File: src/hdl/psc_pkg.sv
package psc_pkg;

    // Datapath widths
    localparam int DVD_W   = 31;   // speed scale dividend
    localparam int DVS_W   = 20;   // pulse period divisor
    localparam int CNT_W   = 5;    // divider step counter
    localparam int TGT_W   = 29;   // signed speed setpoint
    localparam int GAIN_W  = 16;   // gains, scaled by 1/1024
    localparam int DUTY_W  = 14;   // PWM compare magnitude
    localparam int INTEG_W = 15;   // signed integral / drive
    localparam int ERR_W   = 33;   // signed speed error
    localparam int PROD_W  = 50;   // gain * error
    localparam int FRAC_W  = 10;   // gain fraction bits
    localparam int SHFT_W  = PROD_W - FRAC_W;
    localparam int SUM_W   = SHFT_W + 1;
    localparam int CIDX_W  = 2;
    localparam int DIR_W   = 2;

    // Configuration register indexes
    localparam logic [CIDX_W-1:0] CFG_TARGET_LEFT  = 2'd0;
    localparam logic [CIDX_W-1:0] CFG_TARGET_RIGHT = 2'd1;
    localparam logic [CIDX_W-1:0] CFG_INTEG_GAIN   = 2'd2;
    localparam logic [CIDX_W-1:0] CFG_PROP_GAIN    = 2'd3;

    // Tachometer direction codes (code 3 acts as forward)
    localparam logic [DIR_W-1:0] DIR_FWD  = 2'd0;
    localparam logic [DIR_W-1:0] DIR_REV  = 2'd1;
    localparam logic [DIR_W-1:0] DIR_STOP = 2'd2;

    typedef enum logic [0:0] {
        ST_IDLE,
        ST_RUN
    } t_top_state;

    typedef enum logic [2:0] {
        LS_IDLE,
        LS_DIV,
        LS_ERR,
        LS_MUL_I,
        LS_MUL_P,
        LS_SUM,
        LS_DONE
    } t_lane_state;

    typedef struct packed {
        logic start;
        logic ack;
    } t_lane_ctl;

    typedef struct packed {
        logic              done;
        logic [DUTY_W-1:0] duty;
        logic              reverse;
    } t_lane_stat;

    // Saturate a wide signed sum to +-lim
    function automatic logic signed [INTEG_W-1:0] psc_clamp(
        input logic signed [SUM_W-1:0]   x,
        input logic signed [INTEG_W-1:0] lim
    );
        logic signed [SUM_W-1:0] hi;
        logic signed [SUM_W-1:0] lo;
        hi = $signed({{(SUM_W-INTEG_W){lim[INTEG_W-1]}}, lim});
        lo = -hi;
        if (x > hi) begin
            return lim;
        end else if (x < lo) begin
            return -lim;
        end else begin
            return x[INTEG_W-1:0];
        end
    endfunction

endpackage

File: src/hdl/psc_if.sv
interface psc_in_if import psc_pkg::*; ();
    logic             valid;
    logic             ready;
    logic [DVS_W-1:0] left_period;
    logic [DIR_W-1:0] left_dir;
    logic [DVS_W-1:0] right_period;
    logic [DIR_W-1:0] right_dir;

    modport source (output valid, left_period, left_dir, right_period, right_dir,
                    input ready);
    modport sink   (input valid, left_period, left_dir, right_period, right_dir,
                    output ready);
endinterface

interface psc_out_if import psc_pkg::*; ();
    logic              valid;
    logic              ready;
    logic [DUTY_W-1:0] left_duty;
    logic              left_reverse;
    logic [DUTY_W-1:0] right_duty;
    logic              right_reverse;

    modport source (output valid, left_duty, left_reverse, right_duty, right_reverse,
                    input ready);
    modport sink   (input valid, left_duty, left_reverse, right_duty, right_reverse,
                    output ready);
endinterface

interface psc_cfg_if import psc_pkg::*; ();
    logic              valid;
    logic              ready;
    logic [CIDX_W-1:0] index;
    logic [TGT_W-1:0]  data;

    modport source (output valid, index, data, input ready);
    modport sink   (input valid, index, data, output ready);
endinterface

File: src/hdl/dual_wheel_pi_speed_control_core.sv
// Dual-wheel PI speed controller.
//
// Channels: i_in carries one control tick (pulse period and direction per
// wheel), o_out returns one beat per tick with the PWM magnitude and reverse
// pin of each wheel, i_cfg writes the setpoints and gains by index (0 left
// target, 1 right target, 2 integral gain, 3 proportional gain). Config is
// always ready; write it only while no tick is in flight.
//
// Each wheel has its own lane: a 31-step restoring divider that turns the
// period into speed, then one shared multiplier per lane for the integral
// and proportional products. A tick passes through the divider's 31 steps,
// the divider hand-off, error, two multiply steps, the sum and the output
// load before the output beat is valid. One tick is in flight at a time, so
// a new input beat is taken only once the previous tick's result has been
// loaded into the output register.
//
// Reset clears the integrals, the config registers and all handshake state.
// When the receiver stalls, the result holds in the output register and the
// next tick is still accepted and worked on; its result waits in the lanes
// until the output register frees up.
module dual_wheel_pi_speed_control_core import psc_pkg::*; #(
    parameter int SPEED_SCALE     = 208333333,
    parameter int NO_PULSE_PERIOD = 131072,
    parameter int OUTPUT_LIMIT    = 14999
) (
    input  logic      i_clk,
    input  logic      i_rst_n,
    psc_in_if.sink    i_in,
    psc_cfg_if.sink   i_cfg,
    psc_out_if.source o_out
);

    t_top_state r_state, n_state;

    // Config registers
    logic signed [TGT_W-1:0] r_target_left;
    logic signed [TGT_W-1:0] r_target_right;
    logic [GAIN_W-1:0]       r_ki;
    logic [GAIN_W-1:0]       r_kp;

    // Output register
    logic              r_out_valid;
    logic [DUTY_W-1:0] r_left_duty;
    logic              r_left_rev;
    logic [DUTY_W-1:0] r_right_duty;
    logic              r_right_rev;

    t_lane_ctl  w_ctl;
    t_lane_stat w_stat_left;
    t_lane_stat w_stat_right;
    logic       w_accept;
    logic       w_load;

    // Config writes: decode index, drop anything past the list
    assign i_cfg.ready = 1'b1;

    always_ff @(posedge i_clk) begin
        if (!i_rst_n) begin
            r_target_left  <= '0;
            r_target_right <= '0;
            r_ki           <= '0;
            r_kp           <= '0;
        end else if (i_cfg.valid) begin
            case (i_cfg.index)
                CFG_TARGET_LEFT:  r_target_left  <= i_cfg.data;
                CFG_TARGET_RIGHT: r_target_right <= i_cfg.data;
                CFG_INTEG_GAIN:   r_ki           <= i_cfg.data[GAIN_W-1:0];
                CFG_PROP_GAIN:    r_kp           <= i_cfg.data[GAIN_W-1:0];
                default: ;
            endcase
        end
    end

    // Merge: both lanes finish on the same cycle; load once the output
    // register is empty or being drained this cycle
    assign w_accept = i_in.valid && i_in.ready;
    assign w_load   = (r_state == ST_RUN) && w_stat_left.done && w_stat_right.done
                    && (!r_out_valid || o_out.ready);

    // Next state
    always_comb begin
        n_state = r_state;
        case (r_state)
            ST_IDLE: if (w_accept) n_state = ST_RUN;
            ST_RUN:  if (w_load) n_state = ST_IDLE;
            default: n_state = ST_IDLE;
        endcase
    end

    // Outputs
    always_comb begin
        i_in.ready  = (r_state == ST_IDLE);
        w_ctl.start = w_accept;
        w_ctl.ack   = w_load;
    end

    always_ff @(posedge i_clk) begin
        if (!i_rst_n) begin
            r_state     <= ST_IDLE;
            r_out_valid <= 1'b0;
        end else begin
            r_state <= n_state;
            if (w_load) begin
                r_out_valid <= 1'b1;
            end else if (o_out.ready) begin
                r_out_valid <= 1'b0;
            end
        end
    end

    always_ff @(posedge i_clk) begin
        if (w_load) begin
            r_left_duty  <= w_stat_left.duty;
            r_left_rev   <= w_stat_left.reverse;
            r_right_duty <= w_stat_right.duty;
            r_right_rev  <= w_stat_right.reverse;
        end
    end

    assign o_out.valid         = r_out_valid;
    assign o_out.left_duty     = r_left_duty;
    assign o_out.left_reverse  = r_left_rev;
    assign o_out.right_duty    = r_right_duty;
    assign o_out.right_reverse = r_right_rev;

    psc_lane #(
        .SPEED_SCALE     (SPEED_SCALE),
        .NO_PULSE_PERIOD (NO_PULSE_PERIOD),
        .OUTPUT_LIMIT    (OUTPUT_LIMIT)
    ) u_lane_left (
        .i_clk    (i_clk),
        .i_rst_n  (i_rst_n),
        .i_ctl    (w_ctl),
        .i_period (i_in.left_period),
        .i_dir    (i_in.left_dir),
        .i_target (r_target_left),
        .i_ki     (r_ki),
        .i_kp     (r_kp),
        .o_stat   (w_stat_left)
    );

    psc_lane #(
        .SPEED_SCALE     (SPEED_SCALE),
        .NO_PULSE_PERIOD (NO_PULSE_PERIOD),
        .OUTPUT_LIMIT    (OUTPUT_LIMIT)
    ) u_lane_right (
        .i_clk    (i_clk),
        .i_rst_n  (i_rst_n),
        .i_ctl    (w_ctl),
        .i_period (i_in.right_period),
        .i_dir    (i_in.right_dir),
        .i_target (r_target_right),
        .i_ki     (r_ki),
        .i_kp     (r_kp),
        .o_stat   (w_stat_right)
    );

    // Lanes run in lockstep
    a_lanes_lockstep: assert property (@(posedge i_clk) disable iff (!i_rst_n)
        w_stat_left.done == w_stat_right.done)
        else $error("lane done flags diverged");

    // A fresh output beat only follows a tick in flight
    a_out_from_run: assert property (@(posedge i_clk) disable iff (!i_rst_n)
        w_load |-> $past(r_state == ST_RUN || w_accept))
        else $error("output loaded without a tick in flight");

    // Duty stays within the drive limit
    a_duty_limit: assert property (@(posedge i_clk) disable iff (!i_rst_n)
        r_out_valid |-> (r_left_duty <= DUTY_W'(OUTPUT_LIMIT))
                     && (r_right_duty <= DUTY_W'(OUTPUT_LIMIT)))
        else $error("duty beyond output limit");

    // Reverse pin never set with zero drive
    a_rev_nonzero: assert property (@(posedge i_clk) disable iff (!i_rst_n)
        r_out_valid && (r_left_rev || r_right_rev) |->
            (!r_left_rev || r_left_duty != '0) && (!r_right_rev || r_right_duty != '0))
        else $error("reverse set with zero duty");

    // Stalled result holds until taken
    a_out_hold: assert property (@(posedge i_clk) disable iff (!i_rst_n)
        $past(r_out_valid && !o_out.ready) |-> r_out_valid && $stable(r_left_duty)
                                             && $stable(r_right_duty))
        else $error("stalled result changed");

endmodule

File: src/hdl/psc_div.sv
module psc_div import psc_pkg::*; (
    input  logic             i_clk,
    input  logic             i_rst_n,
    input  logic             i_start,
    input  logic [DVD_W-1:0] i_dividend,
    input  logic [DVS_W-1:0] i_divisor,
    output logic             o_done,
    output logic [DVD_W-1:0] o_quot
);

    logic             r_busy;
    logic             r_done;
    logic [CNT_W-1:0] r_cnt;
    logic [DVD_W-1:0] r_dvd;    // dividend bits shift out, quotient bits shift in
    logic [DVS_W-1:0] r_rem;
    logic [DVS_W-1:0] r_dvs;

    logic [DVS_W:0]   w_trial;
    logic [DVS_W:0]   w_diff;
    logic             w_qbit;

    // One restoring step per cycle
    always_comb begin
        w_trial = {r_rem, r_dvd[DVD_W-1]};
        w_diff  = w_trial - {1'b0, r_dvs};
        w_qbit  = (w_trial >= {1'b0, r_dvs});
    end

    always_ff @(posedge i_clk) begin
        if (!i_rst_n) begin
            r_busy <= 1'b0;
            r_done <= 1'b0;
            r_cnt  <= '0;
        end else begin
            r_done <= 1'b0;
            if (i_start) begin
                r_busy <= 1'b1;
                r_cnt  <= '0;
            end else if (r_busy) begin
                r_cnt <= r_cnt + 1'b1;
                if (r_cnt == CNT_W'(DVD_W - 1)) begin
                    r_busy <= 1'b0;
                    r_done <= 1'b1;
                end
            end
        end
    end

    always_ff @(posedge i_clk) begin
        if (i_start) begin
            r_dvd <= i_dividend;
            r_dvs <= i_divisor;
            r_rem <= '0;
        end else if (r_busy) begin
            r_dvd <= {r_dvd[DVD_W-2:0], w_qbit};
            r_rem <= w_qbit ? w_diff[DVS_W-1:0] : w_trial[DVS_W-1:0];
        end
    end

    assign o_done = r_done;
    assign o_quot = r_dvd;

endmodule

File: src/hdl/psc_lane.sv
module psc_lane import psc_pkg::*; #(
    parameter int SPEED_SCALE     = 208333333,
    parameter int NO_PULSE_PERIOD = 131072,
    parameter int OUTPUT_LIMIT    = 14999
) (
    input  logic                     i_clk,
    input  logic                     i_rst_n,
    input  t_lane_ctl                i_ctl,
    input  logic [DVS_W-1:0]         i_period,
    input  logic [DIR_W-1:0]         i_dir,
    input  logic signed [TGT_W-1:0]  i_target,
    input  logic [GAIN_W-1:0]        i_ki,
    input  logic [GAIN_W-1:0]        i_kp,
    output t_lane_stat               o_stat
);

    localparam logic [DVD_W-1:0]          SCALE_V = DVD_W'(SPEED_SCALE);
    localparam logic [DVS_W-1:0]          NOPLS_V = DVS_W'(NO_PULSE_PERIOD);
    localparam logic signed [INTEG_W-1:0] LIM_V   = INTEG_W'(OUTPUT_LIMIT);

    t_lane_state r_state, n_state;

    logic [DIR_W-1:0]          r_dir;
    logic signed [ERR_W-1:0]   r_err;
    logic signed [PROD_W-1:0]  r_prod;
    logic signed [INTEG_W-1:0] r_integ;
    logic [DUTY_W-1:0]         r_duty;
    logic                      r_rev;

    logic                      w_div_start;
    logic                      w_div_done;
    logic [DVD_W-1:0]          w_quot;
    logic [DVS_W-1:0]          w_divisor;
    logic signed [ERR_W-1:0]   w_tgt_ext;
    logic signed [ERR_W-1:0]   w_q_ext;
    logic [GAIN_W-1:0]         w_gain;
    logic signed [PROD_W-1:0]  w_prod;
    logic signed [SHFT_W-1:0]  w_pshift;
    logic signed [SUM_W-1:0]   w_sum;
    logic signed [INTEG_W-1:0] w_clamped;
    logic signed [INTEG_W-1:0] w_mag;
    logic                      w_stopped;

    assign w_divisor = (i_period == '0) ? NOPLS_V : i_period;

    psc_div u_div (
        .i_clk      (i_clk),
        .i_rst_n    (i_rst_n),
        .i_start    (w_div_start),
        .i_dividend (SCALE_V),
        .i_divisor  (w_divisor),
        .o_done     (w_div_done),
        .o_quot     (w_quot)
    );

    // Next state
    always_comb begin
        n_state = r_state;
        case (r_state)
            LS_IDLE:  if (i_ctl.start) n_state = LS_DIV;
            LS_DIV:   if (w_div_done) n_state = LS_ERR;
            LS_ERR:   n_state = LS_MUL_I;
            LS_MUL_I: n_state = LS_MUL_P;
            LS_MUL_P: n_state = LS_SUM;
            LS_SUM:   n_state = LS_DONE;
            LS_DONE:  if (i_ctl.ack) n_state = LS_IDLE;
            default:  n_state = LS_IDLE;
        endcase
    end

    // Outputs
    always_comb begin
        w_div_start    = (r_state == LS_IDLE) && i_ctl.start;
        o_stat.done    = (r_state == LS_DONE);
        o_stat.duty    = r_duty;
        o_stat.reverse = r_rev;
    end

    // Shared multiplier: integral gain first, proportional gain next
    always_comb begin
        w_tgt_ext = $signed({{(ERR_W-TGT_W){i_target[TGT_W-1]}}, i_target});
        w_q_ext   = $signed({{(ERR_W-DVD_W){1'b0}}, w_quot});
        w_gain    = (r_state == LS_MUL_I) ? i_ki : i_kp;
        w_prod    = $signed({1'b0, w_gain}) * r_err;
        w_pshift  = r_prod[PROD_W-1:FRAC_W];
        w_sum     = $signed({{(SUM_W-INTEG_W){r_integ[INTEG_W-1]}}, r_integ})
                  + $signed({w_pshift[SHFT_W-1], w_pshift});
        w_clamped = psc_clamp(w_sum, LIM_V);
        w_mag     = -w_clamped;
        w_stopped = (i_target == '0) && (r_dir == DIR_STOP);
    end

    always_ff @(posedge i_clk) begin
        if (!i_rst_n) begin
            r_state <= LS_IDLE;
            r_integ <= '0;
        end else begin
            r_state <= n_state;
            if (r_state == LS_MUL_P) begin
                r_integ <= w_clamped;
            end else if (r_state == LS_SUM && w_stopped) begin
                r_integ <= '0;
            end
        end
    end

    always_ff @(posedge i_clk) begin
        if (w_div_start) begin
            r_dir <= i_dir;
        end
        if (r_state == LS_ERR) begin
            r_err <= (r_dir == DIR_REV) ? (w_tgt_ext + w_q_ext) : (w_tgt_ext - w_q_ext);
        end
        if (r_state == LS_MUL_I || r_state == LS_MUL_P) begin
            r_prod <= w_prod;
        end
        if (r_state == LS_SUM) begin
            if (w_stopped || w_clamped == '0) begin
                r_duty <= '0;
                r_rev  <= 1'b0;
            end else if (w_clamped < 0) begin
                r_duty <= w_mag[DUTY_W-1:0];
                r_rev  <= 1'b1;
            end else begin
                r_duty <= w_clamped[DUTY_W-1:0];
                r_rev  <= 1'b0;
            end
        end
    end

endmodule

File: src/flat_wrapper.sv
// flat-port wrapper written by rule: the top's interface ports become plain ports
module dual_wheel_pi_speed_control_core_flat import psc_pkg::*;
#(
    parameter int SPEED_SCALE     = 208333333,
    parameter int NO_PULSE_PERIOD = 131072,
    parameter int OUTPUT_LIMIT    = 14999
)
  (i_clk, i_rst_n, i_in_valid, i_in_left_period, i_in_left_dir, i_in_right_period, i_in_right_dir, i_in_ready, i_cfg_valid, i_cfg_index, i_cfg_data, i_cfg_ready, o_out_valid, o_out_left_duty, o_out_left_reverse, o_out_right_duty, o_out_right_reverse, o_out_ready);
  psc_in_if i_in_i ();
  psc_cfg_if i_cfg_i ();
  psc_out_if o_out_i ();
  input  logic i_clk;
  input  logic i_rst_n;
  input wire logic [$bits(i_in_i.valid)-1:0] i_in_valid;
  input wire logic [$bits(i_in_i.left_period)-1:0] i_in_left_period;
  input wire logic [$bits(i_in_i.left_dir)-1:0] i_in_left_dir;
  input wire logic [$bits(i_in_i.right_period)-1:0] i_in_right_period;
  input wire logic [$bits(i_in_i.right_dir)-1:0] i_in_right_dir;
  output wire logic [$bits(i_in_i.ready)-1:0] i_in_ready;
  input wire logic [$bits(i_cfg_i.valid)-1:0] i_cfg_valid;
  input wire logic [$bits(i_cfg_i.index)-1:0] i_cfg_index;
  input wire logic [$bits(i_cfg_i.data)-1:0] i_cfg_data;
  output wire logic [$bits(i_cfg_i.ready)-1:0] i_cfg_ready;
  output wire logic [$bits(o_out_i.valid)-1:0] o_out_valid;
  output wire logic [$bits(o_out_i.left_duty)-1:0] o_out_left_duty;
  output wire logic [$bits(o_out_i.left_reverse)-1:0] o_out_left_reverse;
  output wire logic [$bits(o_out_i.right_duty)-1:0] o_out_right_duty;
  output wire logic [$bits(o_out_i.right_reverse)-1:0] o_out_right_reverse;
  input wire logic [$bits(o_out_i.ready)-1:0] o_out_ready;
  assign i_in_i.valid = i_in_valid;
  assign i_in_i.left_period = i_in_left_period;
  assign i_in_i.left_dir = i_in_left_dir;
  assign i_in_i.right_period = i_in_right_period;
  assign i_in_i.right_dir = i_in_right_dir;
  assign i_in_ready = i_in_i.ready;
  assign i_cfg_i.valid = i_cfg_valid;
  assign i_cfg_i.index = i_cfg_index;
  assign i_cfg_i.data = i_cfg_data;
  assign i_cfg_ready = i_cfg_i.ready;
  assign o_out_valid = o_out_i.valid;
  assign o_out_left_duty = o_out_i.left_duty;
  assign o_out_left_reverse = o_out_i.left_reverse;
  assign o_out_right_duty = o_out_i.right_duty;
  assign o_out_right_reverse = o_out_i.right_reverse;
  assign o_out_i.ready = o_out_ready;
  dual_wheel_pi_speed_control_core #(.SPEED_SCALE(SPEED_SCALE), .NO_PULSE_PERIOD(NO_PULSE_PERIOD), .OUTPUT_LIMIT(OUTPUT_LIMIT)) u_core (.i_clk(i_clk), .i_rst_n(i_rst_n), .i_in(i_in_i), .i_cfg(i_cfg_i), .o_out(o_out_i));
endmodule
File: config.mk
export PLATFORM = sky130hd
export DESIGN_NAME = dual_wheel_pi_speed_control_core_flat
export DESIGN_NICKNAME = d
export VERILOG_FILES = /design/src/hdl/psc_pkg.sv /design/src/hdl/psc_if.sv /design/src/hdl/dual_wheel_pi_speed_control_core.sv /design/src/hdl/psc_div.sv /design/src/hdl/psc_lane.sv /design/src/flat_wrapper.sv
export SDC_FILE = /design/constraint.sdc
export NUM_CORES = 2
export LEC_CHECK = 0
export ABC_AREA = 1
export BUFFER_PORTS_ARGS = -buffer_cell sky130_fd_sc_hd__buf_2
export CAP_MARGIN = 5
export CORE_MARGIN = 2
export CORE_UTILIZATION = 45
export DETAILED_ROUTE_END_ITERATION = 16
export SYNTH_ARGS = -nofsm -noshare
export SYNTH_HDL_FRONTEND = slang
export SYNTH_SLANG_ARGS = --single-unit
File: constraint.sdc
create_clock -name i_clk -period 8.2 [get_ports i_clk]
set_input_delay 2.46 -clock i_clk [delete_from_list [all_inputs] [get_ports i_clk]]
set_output_delay 2.46 -clock i_clk [all_outputs]
set_load 0.01 [all_outputs]
# Word level (Yosys, flattened, before mapping)

Cells that the tools add are included.

$add $sub $neg: 12
$mul: 2
Bitwise gates (word level): 4
Order comparisons: 8
Equal/unequal tests: 27
Mux-type cells: 37
Reductions and logical operators: 38

Operators by type and width:

| kind                   | number |
|---|---|
| $mux W15               | 8 |
| $mul A17 B33 Y50       | 2 |
| $add A15 B40 Y41       | 2 |
| $gt A41 B15 Y1 const B | 2 |
| $lt A41 B15 Y1 const B | 2 |
| $add A29 B32 Y33       | 2 |
| $mux W33               | 2 |
| $sub A29 B32 Y33       | 2 |
| $logic_not A29 Y1      | 2 |
| $ge A21 B20 Y1         | 2 |
| $pmux W3 S7            | 2 |
| $logic_not A20 Y1      | 2 |
| $mux W20               | 2 |
| $sub A20 B20 Y20       | 2 |
| $mux W16               | 2 |
| $logic_not A15 Y1      | 2 |
| $lt A15 B1 Y1 const B  | 2 |
| $mux W14               | 2 |
| $neg A14 Y14           | 2 |
| $eq A3 B3 Y1 const B   | 6 |
| $mux W1                | 14 |
| $eq A3 B2 Y1 const B   | 4 |
| $mux W3                | 4 |
| $add A5 B1 Y5 const B  | 2 |
| other kinds (18)       | 54 |

Input bits: 80
Register bits: 514

# Logic depth before layout (Yosys ltp)

Word-level depth: 6
Mapped depth: 35
Depth with buffers taken out: 33

# Modules after synthesis

A second synthesis with hierarchy kept.

Cells, all modules: 9,446
Area total of the unflattened synthesis: 71,130.7 um2

Modules (own cells, without submodules):

| module                           | area an instance (um2) | instances | cells each |
|---|---|---|---|
| psc_lane at u_core.u_lane_left   | 28,631.2               | 1         | 3,835 |
| psc_lane at u_core.u_lane_right  | 28,413.5               | 1         | 3,773 |
| psc_div                          | 4,664.5                | 2         | 606 |
| dual_wheel_pi_speed_control_core | 4,757.1                | 1         | 626 |

# Least setup slack after synthesis

Ideal clock, no wire load.

Path type: reg2reg
Start point: register u_core.u_lane_right.r_state[1]
End point: register u_core.u_lane_right.r_prod[45] (data pin)
Arrival time: 7,200 ps
Data required time: 7,940 ps
Slack: 741 ps
Buffers on the path: 3
Cell stages (with the launch flop): 32
Library setup time: 260 ps
Cell sequence: dfxtp_1 inv_1 nor3_1 inv_1 clkbuf_1 clkbuf_1 nand2_1 o21ai_0 inv_1 clkbuf_1 nand2_1 fa_1 inv_1 fa_1 inv_1 fa_1 inv_1 fa_1 fa_1 inv_1 fa_1 inv_1 ha_1 nand2_1 nor2_1 inv_1 or4_1 o221ai_1 a21oi_1 o21ai_0 a31oi_1 xnor2_1

Word-level cells in the longest chain between the ends: 3

Ends and longest elaborated chain:

| item                                     | line            | text |
|---|---|---|
| start: declaration                       | psc_lane.sv:21  | `t_lane_state r_state, n_state;` |
| start signal: assignment                 | psc_lane.sv:98  | `r_state <= n_state;` |
| $eq A3 B2 Y1                             | psc_lane.sv:83  | `w_gain = (r_state == LS_MUL_I) ? i_ki : i_kp;` |
| $mux W16                                 | psc_lane.sv:83  |  |
| $mul A17 B33 Y50                         | psc_lane.sv:84  | `w_prod = $signed({1'b0, w_gain}) * r_err;` |
| named net u_core.u_lane_right.w_prod[45] | psc_lane.sv:37  | `logic signed [PROD_W-1:0] w_prod;` |
| end signal: assignment                   | psc_lane.sv:115 | `r_prod <= w_prod;` |
| end: declaration                         | psc_lane.sv:25  | `logic signed [PROD_W-1:0] r_prod;` |

The timed path passes the listed nets, and every way through them passes these cells.
A chain may end at the register's enable or synchronous reset.

# Worst setup path in the final report

Same ends and word-level chain as after synthesis.

==> metrics.txt <==
status complete, no violations; CP arrival 8.15 ns; final setup TNS 0 ns; storage element area 0.01239 sq mm; master cell of the clock root buffer clkbuf_16; EDFF count, synth 250; Wirelength per Cell 17.60 um; Distinct cells, synth 63; Area Overhead vs Synth 7.489%; number of detailed-route iterations in the first pass 6; H-tree depth 2; Longest Clk Path Bufs 3; Post-DP Area 0.07103 sq mm; CTS tree done; r2r setup slk 0.46 ns; Multi-input gate area 0.04740 sq mm; count of final setup violators 0; post-route ant nets 0; number of port buffers 111; Residual DRC 0; Max transition margin about a quarter; vias in the first global route 56.85k; clk_skew roughly 0.065 ns; GPL Wtd Cong 0.9394; share of post-route cells with drive strength above 1 a little over 5%; # rows 142; die footprint 0.1545 sq mm; Synth top area share between 20% and 30%; Slew Limit Fails 0; slowest CP cell fa_1; most area-hungry cell type in the Yosys netlist fa_1; DR vias 56.21k; Final Hold Violating Endpoints 0; hold depth 0; syn_nets 10.40k; Starting Density 45.36%; clock period minus worst slack 7.745 ns; worst slew pin tran 1.141 ns; Top FF cell, synth edfxtp_1; HP Start u_core.u_lane_left.r_duty[13]$_SDFFCE_PP0P_; post-route cell area 0.07320 sq mm; die height 393.0 um; Iter 0 DRT Violations 4102; synthesized area 0.06810 sq mm; Async SR Flop Fraction 0%; GR Util All Layers around 25%; Seq/Total Area, Yosys between 15 and 20%; critical path data required time ~8.6 ns; grt ovf 0; synthesized area per cell 7.663 sq um; dpl hpwl 161900 um; final WL 193000 um; Synth Warn # 0; max cap viols 0; Seq cells post-synth 494; Startpoint Class flop; CP max FO 31; Worst Setup Path Type reg -> reg; Min-Delay Endpoint u_core.o_out.left_duty[13]$_DFFE_PP_; r2r endpoint u_core.u_lane_right.r_prod[45]$_DFFE_PP_; Peak Freq 0.1291 GHz; crit-path max cell delay between 0.6 and 0.7 ns; RSZ-0062 raised after global routing no; Total Nets Final 10.42k; latest clock arrival within the worst-skew pair 0.70 ns; FF-to-FF path depth 27; I/O pin cnt 113; CP endpoint kind flop; pin count of the biggest net entering global routing 92; most frequent cells in the layout nand2_1, inv_1, fa_1; Die X 393.0 um; CTS Buf Count 60; Core Box Area 0.1501 sq mm; CTS sink count just under 500; HP Class reg -> reg; worst r2r src u_core.u_lane_right.r_state[1]$_SDFFE_PN0P_; commonest non-fill, non-tap cell in the layout nand2_1; first-pass GRT wire length roughly 310000 um; Gate Count Post-Synth 8886; crit share post-route 94.45%; Filler cells ~15k; drt via density around 5; initial antenna violation count 0; top cells by area, synth fa_1, nand2_1, edfxtp_1; clock-pin slew on the worst setup and hold paths 0.08 ns
logic make-up (layout without fill, tap and decap cells):
kind of cell	Yosys count	in the layout	synth area share, %
AOI/OAI and AO/OA	983	983	7.871
xor gates and xnor gates	270	270	3.528
DFF	494	494	18.20
adders and majority gates	1434	1434	37.46
buffers and inverters	2217	2282	12.30
and+or+nand+nor	3487	3487	20.64
other	1	2	0.005507
layer usage:
| metal | global-route usage, % | part of all wire, % | vias to the layer above |
|---|---|---|---|
| li1 | - | - | 27090 |
| met1 | 36.10 | 46 | 27180 |
| met2 | 40.13 | 44 | 1683 |
| met3 | 4.432 | 7.2 | 265 |
| met4 | 6.026 | 2.5 | 0 |
| met5 | 0 | 0 | - |
worst max-delay path, delay by kind of cell (launching register included):
kind,cells,cell delay (ns)
compound gates,5,0.99
xor+xnor,1,0.14
fa+ha+maj,7,3.55
buf+inv,8,1.11
flops,1,0.38
simple gates,6,1.22
final cells by class:
class                      instances  share of cell area [%]
multi-input combinational       6175                   64.75
sequential                       494                   16.93
inverter                        1930                   9.916
tap                             2016                   3.446
clock buffer                      83                   2.422
timing repair buffer             239                   2.089
clock inverter                    29                  0.4342
timing repair inverter             1                0.006837
antenna                            1                0.003419
how the worst max path moves through the flow:
| stage | start | to | slack (ns) | depth (start not counted) |
|---|---|---|---|---|
| floorplan | u_core.u_lane_right.r_state[1]$_SDFFE_PN0P_ | u_core.u_lane_right.r_prod[45]$_DFFE_PP_ | 0.74 | 31 |
| global placement | u_core.u_lane_left.r_state[0]$_SDFFE_PN0P_ | u_core.u_lane_left.r_prod[42]$_DFFE_PP_ | 0.46 | 27 |
| detailed placement | u_core.u_lane_right.r_state[1]$_SDFFE_PN0P_ | u_core.u_lane_right.r_prod[49]$_DFFE_PP_ | 0.31 | 29 |
| CTS | u_core.u_lane_right.r_state[1]$_SDFFE_PN0P_ | u_core.u_lane_right.r_prod[49]$_DFFE_PP_ | 0.22 | 29 |
| global route | u_core.u_lane_left.r_state[0]$_SDFFE_PN0P_ | u_core.u_lane_left.r_prod[42]$_DFFE_PP_ | 0.03 | 30 |
| finish | u_core.u_lane_right.r_state[1]$_SDFFE_PN0P_ | u_core.u_lane_right.r_prod[45]$_DFFE_PP_ | 0.46 | 27 |
state kept, by name, indices dropped and copies added, names as in the netlist, 29 cells and up:
name and flops:
u_core.r_target_left 29, u_core.r_target_right 29, u_core.u_lane_left.r_err 33, u_core.u_lane_left.r_prod 40, u_core.u_lane_left.u_div.o_quot 31, u_core.u_lane_right.r_err 33, u_core.u_lane_right.r_prod 40, u_core.u_lane_right.u_div.o_quot 31
stage by stage:
step	util (%)	hold WS (ns)	setup WS, ns	instances
4_1_cts	48.70	0.4188	0.2210	10960
3_5_place_dp	47.31	0.4052	0.3078	10850
2_1_floorplan	-	0.4003	0.7406	8886
3_3_place_gp	47.31	0.4032	0.4593	10850
5_1_grt	48.75	0.4231	0.03498	10970
6_report	48.75	0.4173	0.4555	10970
cell usage after synthesis (18+ instances only):
cell,number
nand2_1,2012
inv_1,1899
fa_1,1008
nor2_1,984
a21oi_1,491
ha_1,426
o21ai_0,293
edfxtp_1,250
dfxtp_1,244
nand3_1,228
clkbuf_1,227
xor2_1,180
xnor2_1,88
nand4_1,69
nor3_1,62
buf_1,51
a31oi_1,49
nor4_1,47
o211ai_1,28
o21a_1,22
inv_2,20
nor2_2,18
what timing repair did:
action                     in CTS  in global routing
setup buffers                   0                  3
gates resized for setup         0                 10
hold buffers                    0                  0
setup endpoints to repair       0                  8
Power is not shown: default switching activity piles up to over one toggle a cycle in this logic, so the estimate is an artifact.
